`src/hw/rtl/assert_macros.svh`:
```
// Assertion macros for the RTL of the color scanline pixel generator.
// Used by the top level; no other dependencies.
`ifndef ASSERT_MACROS_SVH
`define ASSERT_MACROS_SVH
`ifndef SYNTHESIS
`define CSP_ASSERT(lbl, prop) \
  lbl: assert property (@(posedge clk_i) disable iff (!rst_ni) (prop)) \
    else $error("assertion failed");
`define CSP_ASSERT_RST(lbl, prop) \
  lbl: assert property (@(posedge clk_i) (prop)) \
    else $error("assertion failed");
`else
`define CSP_ASSERT(lbl, prop)
`define CSP_ASSERT_RST(lbl, prop)
`endif
`endif

```
`src/hw/rtl/csp_pkg.sv`:
```
// Types, constants and code tables of the color scanline pixel generator.
// No dependencies.
package csp_pkg;

  localparam int unsigned CodeW   = 5;
  localparam int unsigned CodesW  = 40;
  localparam int unsigned LineW   = 9;

  localparam logic [LineW-1:0] FrameLines = 9'd262;
  localparam logic [LineW-1:0] FirstShown = 9'd10;
  localparam logic [LineW-1:0] VisStart   = 9'd80;
  localparam logic [LineW-1:0] VisEnd     = 9'd208;
  localparam logic [LineW-1:0] LineReset  = 9'h1FF;

  localparam logic [15:0] HighWinMask = 16'h01FF;
  localparam logic [15:0] HighWinBase = 16'h8000;
  localparam logic [15:0] MaskReset   = 16'h0FFF;

  typedef enum logic [1:0] {
    CMD_TICK     = 2'd0,
    CMD_COLOR_WR = 2'd1,
    CMD_BG_RESET = 2'd2,
    CMD_BG_STEP  = 2'd3
  } cmd_e;

  typedef enum logic {
    CFG_HIRES    = 1'b0,
    CFG_ADDRMASK = 1'b1
  } cfg_idx_e;

  typedef struct packed {
    logic [3:0]        count;
    logic [CodesW-1:0] codes;
    logic [15:0]       faddr;
    logic [15:0]       r0a;
    logic              last;
  } out_word_t;

  function automatic logic [CodeW-1:0] bg_code(input logic [1:0] sel);
    logic [CodeW-1:0] c;
    case (sel)
      2'd0:    c = 5'h02;
      2'd1:    c = 5'h00;
      2'd2:    c = 5'h0c;
      2'd3:    c = 5'h01;
      default: c = 5'h02;
    endcase
    return c;
  endfunction

  function automatic logic [CodeW-1:0] fg_code(input logic [2:0] sel);
    logic [CodeW-1:0] c;
    case (sel)
      3'd0:    c = 5'h00;
      3'd1:    c = 5'h09;
      3'd2:    c = 5'h0a;
      3'd3:    c = 5'h0b;
      3'd4:    c = 5'h14;
      3'd5:    c = 5'h15;
      3'd6:    c = 5'h16;
      3'd7:    c = 5'h17;
      default: c = 5'h00;
    endcase
    return c;
  endfunction

endpackage

```
`src/hw/rtl/csp_ram.sv`:
```
// Generic single-write, single-read RAM with registered read data.
// No dependencies.
module csp_ram #(
  parameter int unsigned Width = 3,
  parameter int unsigned Depth = 256
) (
  input  logic                     clk_i,
  input  logic                     we_i,
  input  logic [$clog2(Depth)-1:0] waddr_i,
  input  logic [Width-1:0]         wdata_i,
  input  logic [$clog2(Depth)-1:0] raddr_i,
  output logic [Width-1:0]         rdata_o
);

  logic [Width-1:0] mem_q [Depth];
  logic [Width-1:0] rdata_q;

  always_ff @(posedge clk_i) begin
    if (we_i) begin
      mem_q[waddr_i] <= wdata_i;
    end
    rdata_q <= mem_q[raddr_i];
  end

  assign rdata_o = rdata_q;

endmodule

```
`src/hw/rtl/color_scanline_pixel_generator.sv`:
```
// Top level of the color scanline pixel generator.
// Depends on csp_pkg, csp_ram and assert_macros.svh.
//
// Input channel (in_valid_i/in_ready_o) takes one command word. Color store
// writes and background commands take effect at acceptance and give no output.
// A line tick advances the line counter; silent lines give no output, every
// other line gives ten output words (out_valid_o/out_ready_i): one background
// word, eight words of eight pixel codes, one background word with
// line_last_o set.
// Timing: an emitting tick keeps the input not ready until its last word is
// loaded (one output word per cycle while the receiver takes them); the first
// word is loaded from the emit state that acceptance enters. Other commands
// leave the input ready. The rate is set by the slot sequencer, which loads the
// output register once per cycle and fetches the next color store entry
// through the single RAM read port in the same cycle.
// When the receiver stalls, the sequencer holds and the output word holds.
// Reset: line counter all ones, cursor and background select zero, color
// store reads as zero (per-entry valid bits cleared), hires off, address
// mask 0x0FFF.
`include "assert_macros.svh"
module color_scanline_pixel_generator #(
  parameter int unsigned COLOR_STORE_DEPTH = 256
) (
  input  logic        clk_i,
  input  logic        rst_ni,
  input  logic        cfg_we_i,
  input  logic        cfg_index_i,
  input  logic [15:0] cfg_data_i,
  input  logic        in_valid_i,
  output logic        in_ready_o,
  input  logic [1:0]  cmd_i,
  input  logic [15:0] r0_value_i,
  input  logic        high_window_i,
  input  logic [31:0] display_bytes_low_i,
  input  logic [31:0] display_bytes_high_i,
  input  logic [7:0]  color_index_i,
  input  logic [2:0]  color_value_i,
  output logic        out_valid_o,
  input  logic        out_ready_i,
  output logic [3:0]  word_count_o,
  output logic [39:0] pixel_codes_o,
  output logic [15:0] fetch_address_o,
  output logic [15:0] r0_after_o,
  output logic        line_last_o
);
  import csp_pkg::*;

  localparam int unsigned IdxW = $clog2(COLOR_STORE_DEPTH);

  typedef enum logic {
    ST_IDLE,
    ST_EMIT
  } state_e;

  state_e                 state_q, state_d;
  logic [3:0]             slot_q, slot_d;
  logic [LineW-1:0]       line_q, line_d;
  logic [LineW-1:0]       cursor_q, cursor_d;
  logic [1:0]             bgsel_q, bgsel_d;
  logic                   hires_q;
  logic [15:0]            mask_q;
  logic [COLOR_STORE_DEPTH-1:0] valid_q;
  logic                   visible_q, visible_d;
  logic [63:0]            bytes_q, bytes_d;
  logic [15:0]            faddr_q, faddr_d;
  logic [15:0]            r0a_q, r0a_d;
  logic                   out_valid_q, out_valid_d;
  out_word_t              out_q, out_d;

  logic                   accept;
  logic                   store_we;
  logic [2:0]             ram_rdata;
  logic                   load;
  logic [LineW-1:0]       line_inc;
  logic [LineW-1:0]       line_nxt;
  logic                   vis_new;
  logic [CodeW-1:0]       bg, fg;
  logic [7:0]             cur_byte;
  logic [CodesW-1:0]      byte_codes;

  assign in_ready_o = (state_q == ST_IDLE);
  assign accept     = in_valid_i && in_ready_o;
  assign store_we   = accept && (cmd_e'(cmd_i) == CMD_COLOR_WR);
  assign load       = (state_q == ST_EMIT) && (!out_valid_q || out_ready_i);
  assign line_inc   = line_q + 9'd1;
  assign line_nxt   = line_q + 9'd1;
  assign vis_new    = (line_inc >= VisStart) && (line_inc < VisEnd);
  assign bg         = bg_code(bgsel_q);
  assign fg         = visible_q ? fg_code(valid_q[cursor_q[IdxW-1:0]] ? ram_rdata : 3'd0) : bg;
  assign cur_byte   = visible_q ? bytes_q[7:0] : 8'd0;

  always_comb begin
    for (int j = 0; j < 8; j++) begin
      byte_codes[CodeW*j +: CodeW] = cur_byte[7-j] ? fg : bg;
    end
  end

  csp_ram #(
    .Width(3),
    .Depth(COLOR_STORE_DEPTH)
  ) u_store (
    .clk_i  (clk_i),
    .we_i   (store_we),
    .waddr_i(color_index_i[IdxW-1:0]),
    .wdata_i(color_value_i),
    .raddr_i(cursor_d[IdxW-1:0]),
    .rdata_o(ram_rdata)
  );

  always_comb begin
    state_d     = state_q;
    slot_d      = slot_q;
    line_d      = line_q;
    cursor_d    = cursor_q;
    bgsel_d     = bgsel_q;
    visible_d   = visible_q;
    bytes_d     = bytes_q;
    faddr_d     = faddr_q;
    r0a_d       = r0a_q;
    out_valid_d = out_valid_q && !out_ready_i;
    out_d       = out_q;

    if (accept) begin
      case (cmd_e'(cmd_i))
        CMD_BG_RESET: bgsel_d = 2'd0;
        CMD_BG_STEP:  bgsel_d = bgsel_q + 2'd1;
        CMD_TICK: begin
          line_d = line_inc;
          if (line_inc >= FirstShown) begin
            if (line_inc == FrameLines) begin
              line_d   = '0;
              cursor_d = '0;
            end
            state_d   = ST_EMIT;
            slot_d    = 4'd0;
            visible_d = vis_new;
            bytes_d   = {display_bytes_high_i, display_bytes_low_i};
            faddr_d   = 16'd0;
            r0a_d     = r0_value_i;
            if (vis_new) begin
              faddr_d = (high_window_i || r0_value_i[15]) ?
                        ((r0_value_i & HighWinMask) | HighWinBase) :
                        (r0_value_i & mask_q);
              r0a_d   = r0_value_i + 16'd8;
            end
          end
        end
        default: ;
      endcase
    end

    if (load) begin
      out_valid_d = 1'b1;
      out_d.faddr = faddr_q;
      out_d.r0a   = r0a_q;
      out_d.count = 4'd1;
      out_d.codes = {{(CodesW-CodeW){1'b0}}, bg};
      out_d.last  = 1'b0;
      slot_d      = slot_q + 4'd1;
      if (slot_q == 4'd9) begin
        out_d.last = 1'b1;
        state_d    = ST_IDLE;
        slot_d     = 4'd0;
        if (visible_q) begin
          if (hires_q) begin
            if (line_nxt[1:0] != 2'd0) begin
              cursor_d = cursor_q - 9'd8;
            end
          end else if (line_nxt[3:0] != 4'd0) begin
            cursor_d = cursor_q - 9'd8;
          end else begin
            cursor_d = cursor_q + 9'd24;
          end
        end
      end else if (slot_q != 4'd0) begin
        out_d.count = 4'd8;
        out_d.codes = byte_codes;
        bytes_d     = {8'd0, bytes_q[63:8]};
        if (visible_q) begin
          cursor_d = cursor_q + 9'd1;
        end
      end
    end
  end

  always_ff @(posedge clk_i or negedge rst_ni) begin
    if (!rst_ni) begin
      state_q     <= ST_IDLE;
      slot_q      <= 4'd0;
      line_q      <= LineReset;
      cursor_q    <= '0;
      bgsel_q     <= 2'd0;
      hires_q     <= 1'b0;
      mask_q      <= MaskReset;
      valid_q     <= '0;
      out_valid_q <= 1'b0;
      visible_q   <= 1'b0;
      bytes_q     <= '0;
      faddr_q     <= '0;
      r0a_q       <= '0;
      out_q       <= '0;
    end else begin
      state_q     <= state_d;
      slot_q      <= slot_d;
      line_q      <= line_d;
      cursor_q    <= cursor_d;
      bgsel_q     <= bgsel_d;
      out_valid_q <= out_valid_d;
      visible_q   <= visible_d;
      bytes_q     <= bytes_d;
      faddr_q     <= faddr_d;
      r0a_q       <= r0a_d;
      out_q       <= out_d;
      if (store_we) begin
        valid_q[color_index_i[IdxW-1:0]] <= 1'b1;
      end
      if (cfg_we_i) begin
        case (cfg_idx_e'(cfg_index_i))
          CFG_HIRES:    hires_q <= cfg_data_i[0];
          CFG_ADDRMASK: mask_q  <= cfg_data_i;
          default: ;
        endcase
      end
    end
  end

  assign out_valid_o     = out_valid_q;
  assign word_count_o    = out_q.count;
  assign pixel_codes_o   = out_q.codes;
  assign fetch_address_o = out_q.faddr;
  assign r0_after_o      = out_q.r0a;
  assign line_last_o     = out_q.last;

  `CSP_ASSERT(a_last_single, (out_valid_o && line_last_o) |-> (word_count_o == 4'd1))
  `CSP_ASSERT(a_short_zero, (out_valid_o && word_count_o != 4'd8) |-> (pixel_codes_o[39:5] == '0))
  `CSP_ASSERT(a_out_hold, (out_valid_o && !out_ready_i) |=> (out_valid_o && $stable(pixel_codes_o)))
  `CSP_ASSERT_RST(a_idle_slot, (state_q == ST_IDLE) |-> (slot_q == 4'd0))

endmodule

```
`config.mk`:
```
export PLATFORM = sky130hd
export DESIGN_NAME = color_scanline_pixel_generator
export DESIGN_NICKNAME = d
export VERILOG_FILES = /design/src/hw/rtl/csp_pkg.sv /design/src/hw/rtl/csp_ram.sv /design/src/hw/rtl/color_scanline_pixel_generator.sv
export VERILOG_INCLUDE_DIRS = /design/src /design/src/hw/rtl
export SDC_FILE = /design/constraint.sdc
export NUM_CORES = 2
export LEC_CHECK = 0
export BUFFER_PORTS_ARGS = -buffer_cell sky130_fd_sc_hd__buf_2
export CORE_MARGIN = 1
export CORE_UTILIZATION = 25
export DETAILED_ROUTE_END_ITERATION = 8
export PLACE_DENSITY = 0.41
export SYNTH_ARGS = -nofsm -noshare
export SYNTH_HDL_FRONTEND = slang
export SYNTH_SLANG_ARGS = --single-unit
```
`constraint.sdc`:
```
create_clock -name clk_i -period 8 [get_ports clk_i]
set_input_delay 0.4 -clock clk_i [delete_from_list [all_inputs] [get_ports clk_i]]
set_output_delay 0.4 -clock clk_i [all_outputs]
set_load 0.01 [all_outputs]
```
# Word level (Yosys, flattened, before mapping)
# Memory sizes are Yosys's and may differ from the RTL's. A register that Yosys moved wholly into a read port is not among the register bits.
# Index checks and enable logic that the tools add are counted.
# word_totals
reg_bits,473
ramBits,768
romBits,40
n_memories,2
# mem_list
name,depth,word_bits,rd,rd_clocked_by_memory_dff,write_ports,line_no,text
u_store.mem_q,256,3,1,1,1,csp_ram.sv:15,logic [Width-1:0] mem_q [Depth];
(name not given),8,5,1,0,0,csp_pkg.sv:53,case (sel)
# op_classes
add_sub_neg,7
order_cmp,6
eq_ne,8
muxes,56
bitwise,4
n_reduce_logical,25
# op_table
op,n
$mux W64,6
$or A256 B256 Y256,1
$mux W9,14
$mux W44,2
$mux W16,3
$mux W5,9
$mux W4,5
$pmux W5 S4,1
$add A9 B1 Y9 const B,2
$lt A8 B9 Y1 const B,2
$add A16 B4 Y16 const B,1
$and A16 B16 Y16,1
$mux W1,11
$reduce_bool A2 Y1,5
$add A9 B5 Y9 const B,1
$eq A9 B9 Y1 const B,1
$ge A9 B4 Y1 const B,1
$ge A9 B7 Y1 const B,1
$lt A9 B8 Y1 const B,1
$sub A9 B4 Y9 const B,1
$bmux W1 S8,1
$demux W1 S8,1
$eq A2 B2 Y1 const B,4
$ge A8 B1 Y1 const B,1
other kinds (15),30

# Longest topological paths before layout
# depth
depth_word,11
mapped_depth,18
ltp_nobuf,14

# Modules after synthesis
# A second synthesis with hierarchy kept.
# hier_totals
hier_cells,3551
hier_area_um2,52231.3
# by_module_without_submodules
mod,instances,cells_per_inst,area_per_inst_um2,seq_area_each_um2
csp_ram,1,1713,31038.5,23122.2
color_scanline_pixel_generator,1,1838,21192.8,11762.5

# Least setup slack after synthesis
# No wires, ideal clock.
# synth_timing
kind,reg-to-reg
startpoint,register line_q[0]
endpoint,register u_store.rdata_q[1] (netlist: u_store.rdata_o[1]) (read register of u_store.mem_q)
setup_time_ps,134
arrival_time_ps,3441
required_ps,7866
path_slack_ps,4426
path_stages_with_launch,17
synth_period_minus_slack_ps,3574
path_cell_list,dfstp_2 > ha_1 > buf_4 > nand2_1 > or4_4 > a311oi_4 > a211oi_4 > nor2_4 > buf_6 > buf_4 > buf_4 > mux2i_1 > o22ai_1 > nor4_1 > nor4_1 > nand4_1 > o41ai_2
# synth_via
elab_chain_cells,11
elab_cells_between_ends,17
# synth_rtl
item,line_no,text
"start, declared",color_scanline_pixel_generator.sv:57,"logic [LineW-1:0] line_q, line_d;"
"start signal, assigned",color_scanline_pixel_generator.sv:190,line_q <= LineReset;
"start signal, assigned",color_scanline_pixel_generator.sv:205,line_q <= line_d;
$add A9 B1 Y9 (*),color_scanline_pixel_generator.sv:86,assign line_nxt = line_q + 9'd1;
"parallel branches: the longest is 9 deep, another holds $ge A9 B4 Y1",-,
$mux W9 (*),color_scanline_pixel_generator.sv:152,if (load) begin
"end, declared",csp_ram.sv:16,logic [Width-1:0] rdata_q;
# Every way passes the cells marked *.
# A chain may end at the register's enable or synchronous reset.

# Final worst setup path
# layout_timing
startpoint,register state_q
endpoint,register u_store.rdata_q[1] (netlist: u_store.rdata_o[1]) (read register of u_store.mem_q)
# layout_via
elab_chain_cells,8
elab_cells_between_ends,11
# layout_rtl
item,line_no,text
"start, declared",color_scanline_pixel_generator.sv:55,"state_e state_q, state_d;"
"start signal, assigned",color_scanline_pixel_generator.sv:203,state_q <= state_d;
$not A1 Y1,color_scanline_pixel_generator.sv:81,assign in_ready_o = (state_q == ST_IDLE);
$logic_and A1 B1 Y1,color_scanline_pixel_generator.sv:82,assign accept = in_valid_i && in_ready_o;
$mux W9,color_scanline_pixel_generator.sv:123,if (accept) begin
$mux W9,color_scanline_pixel_generator.sv:166,if (line_nxt[1:0] != 2'd0) begin
$mux W9,color_scanline_pixel_generator.sv:165,if (hires_q) begin
$mux W9,color_scanline_pixel_generator.sv:164,if (visible_q) begin
$mux W9,color_scanline_pixel_generator.sv:160,if (slot_q == 4'd9) begin
$mux W9 (*),color_scanline_pixel_generator.sv:152,
via cursor_d[3],color_scanline_pixel_generator.sv:58,"logic [LineW-1:0] cursor_q, cursor_d;"
# The timed path passes the listed nets; every way through them passes the cells marked *.

==> metrics.md <==
| Metric | Value |
|---|---|
| Fillcell total | `20800` |
| Drt first pass iters | `7` |
| Num Clock Sinks | `1240` |
| Post-DP HPWL | `109000 µm` |
| Root buffer cell | `clkbuf_16` |
| Initial Util | `0.253` |
| Worst setup path class | `reg -> reg` |
| Vias in the first global route | `34900` |
| CP required | `8.65 ns` |
| Max IR drop VDD | `0.230 mV` |
| Postcts setup bufs | `0` |
| Max clock buf depth | `3` |
| # IOs | `195` |
| Crit path max fanout | `11` |
| DR WL/cell | `24.0 µm` |
| Chip height | `458 µm` |
| Worst slack, placed | `2.24 ns` |
| Slew HR | `0.203` |
| Final setup viols | `0` |
| Asr flop ratio synth | `0.378` |
| Setup Skew | `0.0276 ns` |
| Reg2reg path depth | `12` |
| Element type at the critical path start | `flop` |
| Reg-to-Reg End | `u_store.rdata_o[1]$_DFF_P_` |
| Die ar. | `209000 µm²` |
| Slew Viols, Final | `0` |
| Yosys Warn Count | `0` |
| Top cell type's share of synthesized area | `0.444` |
| Worst R2R Setup Slack | `2.13 ns` |
| Row count | `166` |
| Status | `completed` |
| Area growth, synth to finish | `18.6%` |
| Crit Reg-Reg Startpoint | `state_q$_DFF_PN0_` |
| Initial antenna violation count | `9` |
| Dominant synthesized flop cell | `edfxtp_1` |
| RSZ-0062 raised after global routing | `false` |
| Die W | `458 µm` |
| Overall global routing resource usage | `0.166` |
| Ratio of cells with drive above 1 in the final layout | `0.186` |
| Pwr per Cell Area | `319 nW/µm²` |
| Input/output buffers | `191` |
| Drt drc | `0` |
| Cell taking the most area after synthesis | `edfxtp_1` |
| DRT Wirelength | `176000 µm` |
| Hold Crit Class | `in -> async` |
| Final Core Density | `0.300` |
| CTS H-tree depth | `4` |
| CP Capture Type | `flop` |
| Worst EP arrival | `6.53 ns` |
| Final worst path period share | `0.734` |
| Largest net degree at the start of global routing | `156` |
| NumNets Final | `4655` |
| Fmax | `0.170 GHz` |
| Gpl congestion | `0.772` |
| Via count | `34700` |
| DRT antenna net count | `0` |
| Yosys cell types | `87` |
| FF+latch count, synth | `1240` |
| Seq/Total Area, Yosys | `0.672` |
| Total leakage power | `0.0243 µW` |
| Netlist area before placement | `51900 µm²` |
| Total Power | `19600 µW` |
| Synth area leaders | `edfxtp_1 44%, dfrtp_1 22%, nand2_1 6.4%` |
| CTS Buf Count | `143` |
| TritonCTS clock tree | `done` |
| Avg Cell Area, Syn | `12.2 µm²` |
| GRT Residual Overflow | `0` |
| First-pass GRT wire length | `255000 µm` |
| Final Hold Fails | `0` |
| Iteration-0 DRC Markers | `2832` |
| Post-synth EDFFs | `768` |
| Area of the core | `205000 µm²` |
| Vias/cell | `4.74` |
| # Max-Cap Violations | `0` |
| Syn Inst Count | `4269` |
| Setup tns final | `0 ns` |
| Worst-Skew Late Latency | `0.79 ns` |
| Period minus WS final | `5.87 ns` |
| Slew at the pin with the worst max-slew slack | `1.19 ns` |
| Final worst-path setup slack | `2.13 ns` |
| Clock-pin transition on the worst setup and hold timing paths | `0.06 ns` |
==> worst max-delay path by stage <==
stage                          startpoint                          to  slack [ns]  depth (start not counted)
floorplan           line_q[0]$_DFFE_PN1P_  u_store.rdata_o[1]$_DFF_P_        4.43                         16
global placement        state_q$_DFF_PN0_  u_store.rdata_o[1]$_DFF_P_        2.25                         12
detailed placement      state_q$_DFF_PN0_  u_store.rdata_o[1]$_DFF_P_        2.24                         12
CTS                     state_q$_DFF_PN0_  u_store.rdata_o[1]$_DFF_P_        2.17                         12
global route        slot_q[1]$_DFFE_PN0P_  u_store.rdata_o[1]$_DFF_P_        1.86                         16
finish                  state_q$_DFF_PN0_  u_store.rdata_o[1]$_DFF_P_        2.13                         12
==> report_power, final <==
group,total [µW],internal [µW],switching (µW),leakage [µW]
clock,6650,3880,2770,0.00232
sequential,7610,7230,380,0.0131
combinational,5370,1610,3760,0.00890
==> sequential cells by signal (all words and copies together), names as in the netlist, 16 cells and up <==
name and count:
r0_after_o 16, valid_q 256, pixel_codes_o 40, r0a_q 16, fetch_address_o 16, u_store.mem_q 768
faddr_q 16, bytes_q 64
==> per-layer routing <==
layer / vias to the layer above / share of wire / track usage
li1: 15800 / - / -
met1: 17800 / 0.47 / 0.235
met2: 860 / 0.46 / 0.264
met3: 215 / 0.048 / 0.0279
met4: 0 / 0.019 / 0.0379
met5: - / 0 / 0
==> synth_stat cells (all sizes together) (7+ instances only) <==
cell type / n
a211oi: 14
a21o: 22
a21oi: 293
a22oi: 15
a311oi: 13
a31oi: 69
a32o: 7
and3: 40
buf: 105
clkbuf: 151
dfrtp: 448
dfstp: 21
edfxtp: 768
ha: 12
inv: 19
mux2: 17
mux2i: 195
mux4: 43
nand2: 892
nand3: 31
nand4: 21
nor2: 359
nor2b: 9
nor3: 27
nor4: 91
o211ai: 7
o21ai: 120
o221ai: 35
o22ai: 46
o31ai: 12
or2: 259
or4: 8
xnor2: 13
xor2: 11
==> worst max-delay path, cell delays in order (launching register included) <==
cell,delay [ns]
dfrtp_1,0.52
or4b_1,0.78
nor4_2,0.32
or2_1,0.46
nand3_4,0.24
a41oi_2,0.68
inv_2,0.22
nor4_4,0.92
o21ai_0,0.19
nor4_1,0.70
nor4_1,0.13
nand4_1,0.39
o41ai_2,0.15
==> stage by stage <==
step	cells	area [µm²]	hold WS (ns)
2_1_floorplan	4270	51900	0.104
3_3_place_gp	6969	55800	0.341
3_5_place_dp	6969	55800	0.344
4_1_cts	7331	61500	0.0834
5_1_grt	7331	61500	0.118
6_report	7332	61500	0.125
==> layout by cell type, fill, tap and decap left out, types with 101 or more instances in the layout <==
cell type	Yosys	routed
edfxtp_1	768	768
a21oi_1	293	291
nor2_1	358	357
clkbuf_16	0	146
dfrtp_1	448	445
mux2i_1	195	195
o21ai_0	112	112
buf_2	39	187
nand2_1	891	886
or2_2	258	258
dlygate4sd3_1	0	101
==> timing repair <==
action                                  4_1_cts  5_1_grt
hold endpoints to repair                    145        0
gates resized for setup                       0        0
endpoints found under the setup margin        0        0
hold buffers                                101        0
==> layout make-up <==
class / instances / area (µm²) / share of cell area
diodes: 1 / 2.50 / 0.0000407
clock buffers: 201 / 4100 / 0.0666
clock inverters: 60 / 628 / 0.0102
inverters: 20 / 82.6 / 0.00134
multi-input cells: 2754 / 15800 / 0.257
flip-flops and latches: 1240 / 34900 / 0.567
well taps: 2688 / 3360 / 0.0546
repair buffers: 368 / 2670 / 0.0434
==> cell families after synthesis <==
kind of cell,share of synthesized area
and+or+nand+nor,0.154
DFF,0.672
AOI/OAI and AO/OA,0.0814
buffers and inverters,0.0257
muxes,0.0600
xor gates and xnor gates,0.00405
adders and majority gates,0.00289
other,0.0000723
No activity file was read; power rests on OpenSTA's default activity.
